File: config.mk
export PLATFORM = sky130hd
export DESIGN_NAME = x86_16bit_mov_add_decoder
export DESIGN_NICKNAME = d
export VERILOG_FILES = /design/src/rtl/xmad_pkg.sv /design/src/rtl/xmad_collect.sv /design/src/rtl/xmad_format.sv /design/src/rtl/x86_16bit_mov_add_decoder.sv
export SDC_FILE = /design/constraint.sdc
export NUM_CORES = 1
export LEC_CHECK = 0
export ABC_CLOCK_PERIOD_IN_PS = 15700
export BUFFER_PORTS_ARGS = -buffer_cell sky130_fd_sc_hd__buf_2
export CORE_AREA = 2 2 122 124
export DETAILED_ROUTE_END_ITERATION = 8
export DIE_AREA = 0 0 124 126
export HOLD_SLACK_MARGIN = 0.05
export PLACE_DENSITY_LB_ADDON = 0.12
export SETUP_SLACK_MARGIN = 0.5
export SYNTH_ARGS = -nofsm -noshare
export SYNTH_HDL_FRONTEND = slang
export SYNTH_HIERARCHICAL = 1
export SYNTH_SLANG_ARGS = --single-unit
File: constraint.sdc
create_clock -name clk -period 15.7 [get_ports clk]
set_input_delay 4.71 -clock clk [delete_from_list [all_inputs] [get_ports clk]]
set_output_delay 4.71 -clock clk [all_outputs]
set_load 0.05 [all_outputs]
File: src/rtl/xmad_pkg.sv
`default_nettype none
// ----------------------------------------------------------------------------
// xmad_pkg
// Shared types, codes and decode helpers for the MOV/ADD/SUB/CMP decoder.
// ----------------------------------------------------------------------------
package xmad_pkg;

	// instruction form codes; FORM_NONE marks a byte that starts no known form
	typedef enum logic [2:0] {
		FORM_RM_REG  = 3'd0,
		FORM_IMM_REG = 3'd1,
		FORM_IMM_RM  = 3'd2,
		FORM_ACC_MEM = 3'd3,
		FORM_IMM_ACC = 3'd4,
		FORM_NONE    = 3'd7
	} form_t;

	typedef enum logic [1:0] {
		OPER_MOV = 2'd0,
		OPER_ADD = 2'd1,
		OPER_SUB = 2'd2,
		OPER_CMP = 2'd3
	} oper_t;

	// group 80-83 reg field codes
	localparam logic [2:0] GRP_ADD = 3'b000;
	localparam logic [2:0] GRP_SUB = 3'b101;
	localparam logic [2:0] GRP_CMP = 3'b111;

	localparam logic [1:0] MOD_MEM    = 2'b00;
	localparam logic [1:0] MOD_DISP8  = 2'b01;
	localparam logic [1:0] MOD_DISP16 = 2'b10;
	localparam logic [1:0] MOD_REG    = 2'b11;
	localparam logic [2:0] RM_DIRECT  = 3'b110;
	localparam logic [2:0] REG_ACC    = 3'b000;

	// collected bytes of the current instruction
	typedef struct packed {
		logic [7:0]  opcode;
		logic [7:0]  modrm;
		logic [15:0] disp;
		logic [15:0] data;
		logic [2:0]  len;
	} xmad_inst_t;

	typedef struct packed {
		oper_t       operation;
		form_t       form;
		logic        wide;
		logic        to_register;
		logic [1:0]  addr_mode;
		logic [2:0]  reg_code;
		logic [2:0]  rm_code;
		logic [15:0] displacement;
		logic [15:0] immediate;
		logic        fault;
		logic [2:0]  length;
	} xmad_result_t;

	function automatic logic is_group(input logic [7:0] op);
		return op[7:2] == 6'b100000;
	endfunction

	function automatic form_t form_of(input logic [7:0] op);
		form_t f;
		f = FORM_NONE;
		if (op[7:2] == 6'b100010 || op[7:2] == 6'b000000)
			f = FORM_RM_REG;
		else if (op[7:4] == 4'b1011)
			f = FORM_IMM_REG;
		else if (op[7:1] == 7'b1100011 || is_group(op))
			f = FORM_IMM_RM;
		else if (op[7:2] == 6'b101000)
			f = FORM_ACC_MEM;
		else if (op[7:1] == 7'b0000010)
			f = FORM_IMM_ACC;
		return f;
	endfunction

	// number of immediate data bytes
	function automatic logic [1:0] data_count(input logic [7:0] op, input form_t f);
		logic [1:0] n;
		n = 2'd0;
		if (f == FORM_IMM_REG)
			n = op[3] ? 2'd2 : 2'd1;
		else if (f == FORM_IMM_RM && is_group(op))
			n = (op[1:0] == 2'b01) ? 2'd2 : 2'd1;
		else if (f == FORM_IMM_RM || f == FORM_IMM_ACC)
			n = op[0] ? 2'd2 : 2'd1;
		return n;
	endfunction

	// number of displacement bytes implied by mod-reg-rm
	function automatic logic [1:0] disp_count(input logic [7:0] modrm);
		logic [1:0] n;
		n = 2'd0;
		if (modrm[7:6] == MOD_DISP8)
			n = 2'd1;
		else if (modrm[7:6] == MOD_DISP16)
			n = 2'd2;
		else if (modrm[7:6] == MOD_MEM && modrm[2:0] == RM_DIRECT)
			n = 2'd2;
		return n;
	endfunction

endpackage
`default_nettype wire

File: src/rtl/xmad_collect.sv
`default_nettype none
// ----------------------------------------------------------------------------
// xmad_collect
// Byte cursor and hold registers; flags the byte that completes an instruction.
// ----------------------------------------------------------------------------
module xmad_collect (
	input  wire                   clk,
	input  wire                   arst_n,
	input  wire                   fire,
	input  wire [7:0]             code_byte,
	output logic                  done,
	output xmad_pkg::xmad_inst_t  inst
);
	import xmad_pkg::*;

	logic [2:0]  idx_q, idx_n;
	xmad_inst_t  hold_q, hold_n;
	form_t       f;
	logic        adv;
	logic [2:0]  inc;
	logic [2:0]  p;
	logic [1:0]  nd;
	logic        put_disp;
	logic        k;
	logic [15:0] lane;

	always_comb begin
		hold_n   = hold_q;
		idx_n    = idx_q;
		done     = 1'b0;
		adv      = 1'b0;
		f        = FORM_NONE;
		p        = idx_q - 3'd2;
		nd       = disp_count(hold_q.modrm);
		put_disp = 1'b0;
		k        = 1'b0;
		lane     = 16'h0000;
		inc      = idx_q + 3'd1;
		if (fire) begin
			if (idx_q == 3'd0) begin
				f = form_of(code_byte);
				if (f != FORM_NONE) begin
					adv           = 1'b1;
					hold_n.opcode = code_byte;
					hold_n.modrm  = 8'h00;
					hold_n.disp   = 16'h0000;
					hold_n.data   = 16'h0000;
					if (f == FORM_RM_REG || f == FORM_IMM_RM)
						hold_n.len = 3'd2;
					else if (f == FORM_ACC_MEM)
						hold_n.len = 3'd3;
					else
						hold_n.len = 3'd1 + {1'b0, data_count(code_byte, f)};
				end
			end else begin
				adv = 1'b1;
				f   = form_of(hold_q.opcode);
				if (f == FORM_RM_REG || f == FORM_IMM_RM) begin
					if (idx_q == 3'd1) begin
						hold_n.modrm = code_byte;
						hold_n.len   = 3'd2 + {1'b0, disp_count(code_byte)}
							+ {1'b0, data_count(hold_q.opcode, f)};
					end else begin
						put_disp = p < {1'b0, nd};
						k        = put_disp ? p[0] : (p[0] ^ nd[0]);
					end
				end else begin
					put_disp = (f == FORM_ACC_MEM);
					k        = ~idx_q[0];
				end
				lane = k ? {code_byte, 8'h00} : {8'h00, code_byte};
				// the mod-reg-rm byte itself goes to neither hold
				if (!((f == FORM_RM_REG || f == FORM_IMM_RM) && idx_q == 3'd1)) begin
					if (put_disp)
						hold_n.disp = hold_q.disp | lane;
					else
						hold_n.data = hold_q.data | lane;
				end
			end
			if (adv) begin
				if (inc >= hold_n.len) begin
					done  = 1'b1;
					idx_n = 3'd0;
				end else begin
					idx_n = inc;
				end
			end
		end
	end

	always_ff @(posedge clk or negedge arst_n) begin
		if (!arst_n) begin
			idx_q  <= 3'd0;
			hold_q <= '0;
		end else begin
			idx_q  <= idx_n;
			hold_q <= hold_n;
		end
	end

	assign inst = hold_n;

endmodule
`default_nettype wire

File: src/rtl/xmad_format.sv
`default_nettype none
// ----------------------------------------------------------------------------
// xmad_format
// Turns the collected bytes of one instruction into the decoded result.
// ----------------------------------------------------------------------------
module xmad_format (
	input  xmad_pkg::xmad_inst_t   inst,
	output xmad_pkg::xmad_result_t res
);
	import xmad_pkg::*;

	form_t      f;
	logic [1:0] nd;
	logic [1:0] ndisp;

	always_comb begin
		f     = form_of(inst.opcode);
		nd    = data_count(inst.opcode, f);
		ndisp = disp_count(inst.modrm);

		res              = '0;
		res.operation    = OPER_MOV;
		res.form         = f;
		res.wide         = (f == FORM_IMM_REG) ? inst.opcode[3] : inst.opcode[0];
		res.to_register  = 1'b1;
		res.addr_mode    = MOD_REG;
		res.reg_code     = REG_ACC;
		res.rm_code      = 3'd0;
		res.displacement = 16'h0000;
		res.fault        = 1'b0;
		res.length       = inst.len;

		unique case (f)
			FORM_RM_REG, FORM_IMM_RM: begin
				res.addr_mode = inst.modrm[7:6];
				res.reg_code  = inst.modrm[5:3];
				res.rm_code   = inst.modrm[2:0];
				if (ndisp == 2'd1)
					res.displacement = {{8{inst.disp[7]}}, inst.disp[7:0]};
				else if (ndisp == 2'd2)
					res.displacement = inst.disp;
				if (f == FORM_RM_REG) begin
					res.operation   = (inst.opcode[7:2] == 6'b000000) ? OPER_ADD : OPER_MOV;
					res.to_register = inst.opcode[1];
				end else begin
					res.to_register = (inst.modrm[7:6] == MOD_REG);
					if (is_group(inst.opcode)) begin
						if (inst.modrm[5:3] == GRP_ADD)
							res.operation = OPER_ADD;
						else if (inst.modrm[5:3] == GRP_SUB)
							res.operation = OPER_SUB;
						else if (inst.modrm[5:3] == GRP_CMP)
							res.operation = OPER_CMP;
						else
							res.fault = 1'b1;
					end
				end
			end
			FORM_IMM_REG: res.reg_code = inst.opcode[2:0];
			FORM_ACC_MEM: begin
				res.to_register  = ~inst.opcode[1];
				res.addr_mode    = MOD_MEM;
				res.rm_code      = RM_DIRECT;
				res.displacement = inst.disp;
			end
			default: res.operation = OPER_ADD;
		endcase

		if (nd == 2'd2)
			res.immediate = inst.data;
		else if (nd == 2'd1) begin
			if (inst.opcode[7:1] == 7'b1000001)
				res.immediate = {{8{inst.data[7]}}, inst.data[7:0]};
			else
				res.immediate = {8'h00, inst.data[7:0]};
		end else
			res.immediate = 16'h0000;
	end

endmodule
`default_nettype wire

File: src/rtl/x86_16bit_mov_add_decoder.sv
`default_nettype none
// ----------------------------------------------------------------------------
// x86_16bit_mov_add_decoder
// 8086 MOV/ADD/SUB/CMP decoder fed one code byte per request.
// ----------------------------------------------------------------------------
//  channel   handshake                    payload
//  --------  ---------------------------  -------------------------------------
//  code      code_valid / code_ready      code_byte
//  result    result_valid / result_ready  operation form wide to_register
//                                         addr_mode reg_code rm_code
//                                         displacement immediate fault length
//
//  One byte per clock while no waiting result stalls it. A byte is
//  registered (_s1), then the cursor/hold logic and the result formatter
//  run combinationally into the result register, which then holds the
//  result of an instruction's last byte. Only the result register's slot gates
//  the flow: ready drops only while a result waits and result_ready is low.
//  Reset clears the cursor, valids and holds; no clearing pass.
// ----------------------------------------------------------------------------
module x86_16bit_mov_add_decoder (
	input  wire         clk,
	input  wire         arst_n,
	input  wire         code_valid,
	output logic        code_ready,
	input  wire  [7:0]  code_byte,
	output logic        result_valid,
	input  wire         result_ready,
	output logic [1:0]  operation,
	output logic [2:0]  form,
	output logic        wide,
	output logic        to_register,
	output logic [1:0]  addr_mode,
	output logic [2:0]  reg_code,
	output logic [2:0]  rm_code,
	output logic [15:0] displacement,
	output logic [15:0] immediate,
	output logic        fault,
	output logic [2:0]  length
);
	import xmad_pkg::*;

	logic         valid_s1;
	logic [7:0]   byte_s1;
	logic         out_free;
	logic         fire;
	logic         done;
	xmad_inst_t   inst;
	xmad_result_t res;
	xmad_result_t res_q;
	logic         res_valid_q;

	// result slot free when empty or being taken this cycle
	assign out_free   = ~res_valid_q | result_ready;
	assign code_ready = ~valid_s1 | out_free;
	// byte in the input register is consumed this cycle
	assign fire       = valid_s1 & out_free;

	always_ff @(posedge clk or negedge arst_n) begin
		if (!arst_n) begin
			valid_s1 <= 1'b0;
		end else if (code_ready) begin
			valid_s1 <= code_valid;
		end
	end

	always_ff @(posedge clk) begin
		if (code_ready && code_valid)
			byte_s1 <= code_byte;
	end

	xmad_collect u_collect (
		.clk       (clk),
		.arst_n    (arst_n),
		.fire      (fire),
		.code_byte (byte_s1),
		.done      (done),
		.inst      (inst)
	);

	xmad_format u_format (
		.inst (inst),
		.res  (res)
	);

	always_ff @(posedge clk or negedge arst_n) begin
		if (!arst_n) begin
			res_valid_q <= 1'b0;
		end else if (out_free) begin
			res_valid_q <= fire & done;
		end
	end

	always_ff @(posedge clk) begin
		if (fire && done)
			res_q <= res;
	end

	assign result_valid = res_valid_q;
	assign operation    = res_q.operation;
	assign form         = res_q.form;
	assign wide         = res_q.wide;
	assign to_register  = res_q.to_register;
	assign addr_mode    = res_q.addr_mode;
	assign reg_code     = res_q.reg_code;
	assign rm_code      = res_q.rm_code;
	assign displacement = res_q.displacement;
	assign immediate    = res_q.immediate;
	assign fault        = res_q.fault;
	assign length       = res_q.length;

endmodule
`default_nettype wire

# Word-level counts from Yosys, hierarchy flattened
# Index checks and enable logic that the tools add are counted.
# word_totals
word_cells,235
out_inout_bits,53
register_bits,115
inputBits,12
# classes
order_cmp,2
n_eq_ne,52
n_bitwise,13
reduce_logical,35
n_addsub,5
muxes,108
# ops
operator,count
$mux 16,8
$mux 51,2
$mux 2,48
$mux 43,2
$mux 3,21
$eq 6x6->1 const B,9
$pmux 19 s2,1
$mux 32,1
$or 16x16->16,2
$eq 7x7->1 const B,4
$eq 3x3->1 const B,8
$mux 8,3
$eq 7x2->1 const B,3
$mux 1,19
$eq 3x2->1 const B,6
$logic_not 6->1,3
$eq 2x1->1 const B,8
$logic_not 3->1,5
$eq 2x2->1 const B,6
$eq 3x1->1 const B,4
$eq 4x4->1 const B,3
$pmux 3 s2,2
$logic_or 1x1->1,11
$logic_and 1x1->1,9
17 further kinds,27

# Longest topological paths before layout
# Gate-level depths: netlist of the first run.
# depth
depth_word,39
depth_mapped,18
ltp_nobuf,17

# By module
# Netlist of the first run, hierarchy kept.
# modules_own_cells
mod,cells_per_inst,instances,area_each_um2,seq_area_each_um2
xmad_collect,278,1,3042.9,1351.3
x86_16bit_mov_add_decoder,69,1,1883.1,1821.7
xmad_format,106,1,723.2,0.0

# Worst setup path after synthesis of the first run
# Ideal clock, no wire load.
# synth_path
kind,in2out
start,input port result_ready
end,output port code_ready
arrival_time_ns,4.954
required_ns,10.990
n_path_buf,0
setup_slack_ns,6.036
stages,1
cell_sequence,nand3b_4
# synth_via
elab_chain_len,2
# synth_lines
element,line_no,source
start: declaration,x86_16bit_mov_add_decoder.sv:27,"input wire result_ready,"
$or 1x1->1,x86_16bit_mov_add_decoder.sv:53,assign out_free = ~res_valid_q | result_ready;
$or 1x1->1,x86_16bit_mov_add_decoder.sv:54,assign code_ready = ~valid_s1 | out_free;
end: declaration,x86_16bit_mov_add_decoder.sv:24,"output logic code_ready,"
# Every way passes these cells.

# Worst setup path in the final report of the first run
# Ends and elaborated chain as after synthesis.

==> results of run 1 <==
## per-stage QoR
stage                     total power, W  hold WS [ns]  util, %
after global placement          0.000976         0.485     42.1
after CTS                        0.00135         0.502     46.0
final                            0.00135         0.500     46.0
after detailed placement        0.000987         0.483     42.1
after global routing             0.00143         0.511     46.0
after floorplan                 0.000889         0.463        -
## cell usage after synthesis (all sizes together) (11+ instances only)
cell | n | area [µm²]
edfxtp | 59 | 1770
inv | 11 | 41.3
nand2b | 12 | 75.1
nor2 | 20 | 80.1
nand2 | 30 | 113
buf | 28 | 183
a21o | 12 | 90.1
and3 | 12 | 75.1
dfrtp | 56 | 1400
a22o | 44 | 385
ha | 12 | 150
nor3 | 16 | 130
## final cells by class
type | count | area [µm²] | area share [%]
Tap cell | 184 | 230 | 3.50
Timing Repair Buffer | 67 | 343 | 5.21
Multi-Input combinational cell | 293 | 2240 | 34.0
Clock inverter | 5 | 50.0 | 0.760
Sequential cell | 115 | 3170 | 48.2
Inverter | 11 | 41.3 | 0.627
Clock buffer | 27 | 504 | 7.66
## metal layers
| layer | track usage (%) | vias up |
|---|---|---|
| met5 | 0 | - |
| met4 | 5.95 | 0 |
| met3 | 4.53 | 13 |
| met2 | 26.3 | 93 |
| met1 | 25.1 | 1886 |
| li1 | - | 1839 |
## sequential cells by signal (all words and copies together), names as in the netlist, 2 cells and up
signal            cells
addr_mode             2
immediate            16
displacement         16
form                  3
byte_s1               8
operation             2
length                3
rm_code               3
u_collect/idx_q       3
reg_code              3
u_collect/hold_q     51
## logic make-up after synthesis
family,count (synthesis),share of synthesized area [%]
xor gates and xnor gates,5,0.775
and+or+nand+nor,139,15.0
buffers and inverters,45,4.36
muxes,10,2.44
adders and majority gates,12,2.66
AOI/OAI and AO/OA,127,18.6
DFF,115,56.2
## worst max-delay path, stage by stage
cell,delay (ns)
buf_2,0.10
nand3b_4,0.15
buf_2,0.22
## final timing paths
kind,startpoint,to,slack (ns),cells past startpoint
worst min register to register,u_collect/hold_q[21],u_collect/hold_q[21],0.50,1
min in group asynchronous,arst_n,valid_s1,4.43,2
worst max-delay path,result_ready,code_ready,5.81,3
worst min-delay path,u_collect/hold_q[21],u_collect/hold_q[21],0.50,1
worst max register to register,byte_s1[4],form[2],11.05,15
max in group asynchronous,arst_n,u_collect/hold_q[32],10.75,2
## power groups by stage
stage	logic, W	registers, W	clock network, W
after CTS	0.000506	0.000479	0.000369
after global placement	0.000495	0.000481	0
after floorplan	0.000338	0.000551	0
after global routing	0.000552	0.000491	0.000385
after detailed placement	0.000503	0.000484	0
final	0.000504	0.000478	0.000363
==> results.yml, run 1 <==
run_status:
  status: "finished, final reports clean"
grt:
  grt_pass1_vias: 3754
  grt_pass1_wl_um: 20700
  antenna_found_initial: 0
  grt_usage_pct: 17.6
  grt-ovfl-total: 0
  grt_max_degree: 57
yosys:
  synthFlopType: "edfxtp_1"
  synth_edf_count: 59
  seq_area_frac_synth_pct: 56.2
  ys_types: 72
  avgSynthCellArea_um2: 12.5
  synth_seq_cells: 115
  synthArstFlopShare_pct: 48.7
  ys_warn_count: 6
  synth_cells: 453
  synth.cell_area_um2: 5650
  syn_nets: 477
pwr:
  peakVddDrop_uv: 85.9
  seqPwrFrac_pct: 35.6
  p_int_w: 0.000829
  clkPwrFrac_pct: 27.0
  powerDensity_nw_per_um2: 204
  switching_power_w: 0.000516
  p_comb_share_pct: 37.4
  sw_frac_of_total_pct: 38.4
  p_leak_nw: 2.86
worst_setup_path:
  worst_setup_path_start_kind: "input port"
  cp_data_required_time_ns: 10.99
  path_max_fanout: 3
  crit_type: "input port to output pin"
  cp-end-kind: "output pin"
  critical_path_arrival_ns: 5.18
die:
  start_util_pct: 39.5
  io-pin-count: 65
  fp.dieH_um: 126
  dieArea_um2: 15600
  num_rows: 44
  die_w_um: 124
  core_um2: 14300
layout:
  final_cells: 702
  fillers: 1294
  diodes: 0
  area_growth_pct: 16.5
  layout-drive-gt1-share_pct: 23.9
  final_nets: 529
  layout_common_cells: "buf_2, edfxtp_1, dfrtp_1"
  final_common_cell: "buf_2"
  fin_area_um2: 6580
sta:
  slew-limit-headroom_pct: 48.8
  fin_skew_ns: 0.00902
  drv_slew: 0
  max_slew.worst_pin.slew_ns: 0.768
  fmax_mhz: 101
  period_minus_slack_ns: 9.89
  setup_ws_ns: 5.81
  period_share_pct: 63.0
  finalHoldViolCount: 0
  tns_ns: 0
  finalSetupViolations: 0
  rsz0062_at_grt: "no"
routing:
  wl_met2_um: 5960
  wl_um: 12800
  firstDrtPassIters: 4
  ant_nets: 0
  wl_met1_um: 6150
  dr_wl_met3_um: 547
  wl_per_cell_um: 18.3
  drt-vias-per-instance: 5.46
  drt_iter0_markers: 317
  remaining_drc_errors: 0
  routed.top_layer: "met4"
  via_count: 3831
clock_tree:
  insertion_delay_ns: 0.41
  post_cts_buffers: 0
  cts_root_buf: "clkbuf_16"
  post_cts_resized: 0
  holdBufCountCts: 0
  clock_sinks: 115
  path_clk_slew_ns: 0.05
  cts_buffers: 17
  cts_tree: "built"
  cts.path.max_buffers: 2
  htree_levels: 4
place:
  dpl.cell_count: 670
  place_hpwl_um: 8380
  gp_congestion: 0.870
  placed_area_um2: 6030
  port_buffers: 64
  place_ws_ns: 5.80
hold_path:
  hp-class: "register to register"
run:
  drv_cap: 0
Note: power is estimated with default switching activity, not from simulation.
==> run 2, diff against run 1 <==
--- a/config.mk
+++ b/config.mk
@@ -5,7 +5,7 @@
 export SDC_FILE = /design/constraint.sdc
 export NUM_CORES = 1
 export LEC_CHECK = 0
-export ABC_CLOCK_PERIOD_IN_PS = 15700
+export ABC_CLOCK_PERIOD_IN_PS = 8600
 export BUFFER_PORTS_ARGS = -buffer_cell sky130_fd_sc_hd__buf_2
 export CORE_AREA = 2 2 122 124
 export DETAILED_ROUTE_END_ITERATION = 8
==> constraint.sdc (replaced) <==
create_clock -name clk -period 8.6 [get_ports clk]
set_input_delay 2.58 -clock clk [delete_from_list [all_inputs] [get_ports clk]]
set_output_delay 2.58 -clock clk [all_outputs]
set_load 0.05 [all_outputs]
==> run 2 against run 1 <==
Net effect:
- first-iteration DRC count rose by 5.4%
- die area unchanged
- wire length rose by 1.9%
- sequential share of layout area fell by 0.30 points
- core utilization grew 0.29 points
- critical path depth rose by 5
- clock power is 96% higher
- worst hold slack got worse by 0.0029 ns
- largest cell class unchanged
- largest power group unchanged
- highest routed layer unchanged
==> results.yml, run 2 (synthesis results as in run 1) <==
run_status:
  status: "finished, final reports clean"
die:
  dieArea_um2: 15600
  num_rows: 44
  io-pin-count: 65
  die_w_um: 124
  core_um2: 14300
  fp.dieH_um: 126
  start_util_pct: 39.5
pwr:
  peakVddDrop_uv: 143
  powerDensity_nw_per_um2: 379
  p_int_w: 0.00155
  p_comb_share_pct: 36.8
  total_power_w: 0.00251
  sw_frac_of_total_pct: 38.3
  clkPwrFrac_pct: 28.3
  switching_power_w: 0.000963
  p_leak_nw: 2.86
  seqPwrFrac_pct: 34.9
run:
  drv_cap: 0
clock_tree:
  htree_levels: 4
  cts_tree: "built"
  path_clk_slew_ns: 0.06
  cts.path.max_buffers: 2
  post_cts_resized: 0
  holdBufCountCts: 0
  cts_buffers: 17
  clock_sinks: 115
  post_cts_buffers: 0
  insertion_delay_ns: 0.41
  cts_root_buf: "clkbuf_16"
hold_path:
  min_from: "u_collect/hold_q[8]"
  hp-class: "register to register"
  hold_end: "u_collect/hold_q[8]"
  hold_depth: 1
worst_setup_path:
  crit_type: "input port to register"
  path_max_fanout: 40
  critical_path_arrival_ns: 5.82
  cp_data_required_time_ns: 8.77
  cp.buffers_inverters: 1
  cp_top_family: "simple AND/OR/NAND/NOR gates"
  reg2reg_depth: 15
  timing.rr.start: "byte_s1[4]"
  worst_setup_path_start_kind: "input port"
  critPathMaxStageDelay_ns: 0.64
  critPathSlowestCell: "nand2_2"
  cp-end-kind: "register"
  crit_chain: "buf_2, nand2b_1, and2_1, nand2_2, mux2_4, or3b_4, or3_1, a32o_1"
  crit_cells: 8
  timing.rr.end: "rm_code[1]"
  r2r_setup_slack_ns: 3.89
layout:
  top_register: "u_collect/hold_q"
  final-seq-area_um2: 3170
  layout_common_cells: "buf_2, edfxtp_1, dfrtp_1"
  multi_input_area_um2: 2240
  largest_reg_flops: 51
  final_common_cell: "buf_2"
  layout-drive-gt1-share_pct: 24.8
  diodes: 0
  fillers: 1297
  final_cells: 701
  final_nets: 528
  area_growth_pct: 17.2
sta:
  fmax_mhz: 177
  max_slew.worst_pin.slew_ns: 0.951
  period_share_pct: 65.7
  finalHoldViolCount: 0
  drv_slew: 0
  tns_ns: 0
  rsz0062_at_grt: "no"
  finalSetupViolations: 0
  slew-limit-headroom_pct: 36.4
  fin_skew_ns: 0.00507
  fin_hold_ws_ns: 0.497
  period_minus_slack_ns: 5.65
routing:
  drt-vias-per-instance: 5.59
  firstDrtPassIters: 5
  drt_iter0_markers: 334
  ant_nets: 0
  wl_per_cell_um: 18.7
  via_count: 3918
  remaining_drc_errors: 0
  wl_um: 13100
place:
  port_buffers: 64
  dpl.cell_count: 669
  gp_congestion: 0.903
  place_hpwl_um: 8430
grt:
  grt_pass1_wl_um: 20900
  antenna_found_initial: 0
  grt_max_degree: 57
  grt-ovfl-total: 0
  grt_pass1_vias: 3896
  grt_usage_pct: 17.8
-- run 2: cell count changes in the layout (fill, tap and decap cells not counted) --
cell / delta
clkbuf_8: -1
buf_4: -1
clkbuf_1: -5
clkinv_2: -2
clkinv_4: +2
clkinvlp_4: +4
inv_6: +1
bufinv_16: +2
clkbuf_16: -1
-- run 2: worst reg2reg max path: stages (launching register included) --
cell      delay, ns
edfxtp_1       0.68
or4_4          0.66
o31ai_1        0.23
o22ai_1        0.14
ha_1           0.30
nor2b_1        0.04
a211oi_1       0.34
a21oi_1        0.10
ha_1           0.30
a21oi_1        0.05
nor2b_1        0.14
nor2_1         0.10
nor2_1         0.13
nand2_1        0.12
nor2b_4        0.54
buf_4          0.49
-- run 2: worst max-delay path by stage --
stage,startpoint,end
finish,result_ready,operation[0]
global placement,result_ready,operation[0]
global route,result_ready,displacement[9]
detailed placement,result_ready,operation[0]
floorplan,result_ready,addr_mode[0]
CTS,result_ready,code_ready
-- run 2: metal layers --
metal	track usage, %	routed length [µm]	vias to the layer above
li1	-	-	1843
met1	24.8	6070	1943
met2	27.0	6210	119
met3	4.21	656	13
met4	7.14	136	0
met5	0	0	-
-- run 2: cell type report --
| cell class | count | share of cell area, % |
|---|---|---|
| clock inverter | 12 | 2.36 |
| clock buffer | 20 | 6.74 |
| multi-input combinational | 293 | 33.8 |
| sequential | 115 | 47.9 |
| tap | 184 | 3.48 |
| timing repair buffer | 66 | 5.06 |
| inverter | 11 | 0.623 |
-- run 2: through the flow --
stage,utilization (%),area [µm²],worst slack (ns)
2_1_floorplan,-,5650,2.74
5_1_grt,46.3,6620,2.71
6_report,46.3,6620,2.95
3_5_place_dp,42.1,6020,2.58
4_1_cts,46.3,6620,2.96
3_3_place_gp,42.1,6020,2.67
-- run 2: power by group through the flow --
stage	logic [W]	registers [W]	clock network, W
finish	0.000923	0.000878	0.000711
global route	0.00101	0.000898	0.000752
CTS	0.000926	0.000877	0.000729
detailed placement	0.000917	0.000885	0
global placement	0.000909	0.000883	0
floorplan	0.000617	0.00101	0
==> run 3, diff against run 2 <==
--- a/config.mk
+++ b/config.mk
@@ -5,7 +5,7 @@
 export SDC_FILE = /design/constraint.sdc
 export NUM_CORES = 1
 export LEC_CHECK = 0
-export ABC_CLOCK_PERIOD_IN_PS = 8600
+export ABC_CLOCK_PERIOD_IN_PS = 5000
 export BUFFER_PORTS_ARGS = -buffer_cell sky130_fd_sc_hd__buf_2
 export CORE_AREA = 2 2 122 124
 export DETAILED_ROUTE_END_ITERATION = 8
==> constraint.sdc (replaced) <==
create_clock -name clk -period 5 [get_ports clk]
set_input_delay 1.5 -clock clk [delete_from_list [all_inputs] [get_ports clk]]
set_output_delay 1.5 -clock clk [all_outputs]
set_load 0.05 [all_outputs]
==> run 3 against run 2 <==
Net effect:
- worst setup slack worse by 2.2 ns
- critical path depth is 3 higher
- clock power is 87% higher
- register-to-register slack worse by 3.1 ns
- flip-flop and latch count stayed put
- non-clock buffer count is 13 higher
- global-route usage is 0.14 points higher
- power is 77% higher
- core utilization is 1.0 points higher
- final area is 2.2% higher
- via count is 1.0% higher
- critical path type is now register to register
- largest cell class unchanged
- highest routed layer unchanged
==> results.yml, run 3 (synthesis results as in run 1) <==
run_status:
  status: "finished, final reports clean"
layout:
  fillers: 1298
  layout-drive-gt1-share_pct: 26.6
  area_growth_pct: 19.8
  diodes: 0
  layout_common_cells: "buf_2, edfxtp_1, dfrtp_1"
  multi_input_area_um2: 2240
  final_common_cell: "buf_2"
  final_nets: 541
  largest_reg_flops: 51
  top_register: "u_collect/hold_q"
  final-seq-area_um2: 3170
clock_tree:
  insertion_delay_ns: 0.42
  clock_sinks: 115
  cts_root_buf: "clkbuf_16"
  cts.path.max_buffers: 2
  cts_buffers: 17
  cts_tree: "built"
  post_cts_resized: 0
  htree_levels: 4
  path_clk_slew_ns: 0.05
sta:
  slew-limit-headroom_pct: 49.2
  finalSetupViolations: 0
  period_share_pct: 84.6
  fmax_mhz: 237
  drv_slew: 0
  tns_ns: 0
  finalHoldViolCount: 0
  setup_ws_ns: 0.772
  max_slew.worst_pin.slew_ns: 0.761
  fin_skew_ns: 0.00780
  period_minus_slack_ns: 4.23
  rsz0062_at_grt: "no"
worst_setup_path:
  timing.rr.start: "byte_s1[7]"
  r2r_setup_slack_ns: 0.77
  critPathSlowestCell: "edfxtp_1"
  critical_path_arrival_ns: 4.51
  cp-end-kind: "register"
  critPathMaxStageDelay_ns: 0.70
  crit_type: "register to register"
  timing.rr.end: "displacement[13]"
  cp.buffers_inverters: 1
  worst_setup_path_start_kind: "register"
  crit_chain: "and4_1, o31ai_4, o31a_1, nor2_2, nand2_1, buf_4, mux2_4, or4_1, nor2_2, o211ai_1, o2bb2a_1"
  reg2reg_depth: 11
  cp_data_required_time_ns: 5.29
  cp_top_family: "simple AND/OR/NAND/NOR gates"
  cpMostUsedCell: "nor2_2"
  path_max_fanout: 34
routing:
  ant_nets: 0
  drt_iter0_markers: 376
  firstDrtPassIters: 4
  wl_per_cell_um: 18.5
  remaining_drc_errors: 0
  drt-vias-per-instance: 5.54
  via_count: 3957
  wl_um: 13200
grt:
  globalRouteMet3Util_pct: 4.89
  grt-ovfl-total: 0
  top_usage_layer: "met2"
  grtUsageMet1_pct: 25.4
  grt_pass1_wl_um: 20800
  grt_usage_pct: 18.0
  grt_max_degree: 35
  grt_util_met2_pct: 26.2
  grt_pass1_vias: 3764
  antenna_found_initial: 0
die:
  dieArea_um2: 15600
  fp.dieH_um: 126
  num_rows: 44
  io-pin-count: 65
  start_util_pct: 39.5
  die_w_um: 124
  core_um2: 14300
place:
  place_hpwl_um: 8780
  gp_congestion: 0.840
  place_ws_ns: 0.419
  port_buffers: 64
pwr:
  p_leak_nw: 2.96
  peakVddDrop_uv: 268
  powerDensity_nw_per_um2: 658
run:
  drv_cap: 0
hold_path:
  min_from: "u_collect/hold_q[27]"
  hold_depth: 1
  hp-class: "register to register"
  hold_end: "u_collect/hold_q[27]"
[run 3: cell types whose count changed in the layout (fill, tap and decap cells not counted), sizes merged]
cell / before / now
buf: 66 / 79
bufinv: 3 / 5
clkbuf: 20 / 17
clkinvlp: 4 / 1
inv: 12 / 14
clkinv: 4 / 6
[run 3: through the flow]
step	cells	hold slack, ns	instance area [µm²]	utilization, %	total power (W)
3_3_place_gp	677	0.481	6080	42.5	0.00310
4_1_cts	709	0.502	6730	47.0	0.00448
5_1_grt	714	0.525	6770	47.3	0.00470
2_1_floorplan	453	0.463	5650	-	0.00279
6_report	714	0.499	6770	47.3	0.00445
3_5_place_dp	677	0.482	6080	42.5	0.00312
[run 3: metal layers]
layer | share of wire (%) | wire length, µm | up-vias
met5 | 0 | 0 | -
li1 | - | - | 1875
met1 | 47 | 6160 | 1956
met4 | 1.6 | 218 | 0
met3 | 5.2 | 691 | 18
met2 | 47 | 6160 | 108
[run 3: timing repair]
action	4_1_cts	5_1_grt
endpoints found under the setup margin	0	10
setup buffers	0	5
hold buffers	0	0
[run 3: worst max path at each step]
| stage | start | end | slack [ns] | depth (start not counted) |
|---|---|---|---|---|
| 6_report | byte_s1[7] | displacement[13] | 0.77 | 11 |
| 5_1_grt | byte_s1[7] | displacement[13] | 0.51 | 11 |
| 4_1_cts | byte_s1[7] | displacement[13] | 0.79 | 11 |
| 3_5_place_dp | result_ready | displacement[13] | 0.42 | 10 |
| 3_3_place_gp | result_ready | displacement[12] | 0.52 | 10 |
| 2_1_floorplan | byte_s1[2] | addr_mode[0] | 0.56 | 15 |
[run 3: where the power goes]
group | switching [W] | internal (W) | total (W)
clock | 0.000443 | 0.000887 | 0.00133
sequential | 0.000178 | 0.00133 | 0.00150
combinational | 0.00106 | 0.000559 | 0.00162
total | 0.00168 | 0.00277 | 0.00445
[run 3: cell type report]
| cell class | instances | area share, % |
|---|---|---|
| clock buffer | 17 | 6.29 |
| clock inverter | 15 | 3.36 |
| timing repair buffer | 79 | 6.40 |
| inverter | 11 | 0.610 |
| tap | 184 | 3.40 |
| sequential | 115 | 46.9 |
| multi-input combinational | 293 | 33.1 |
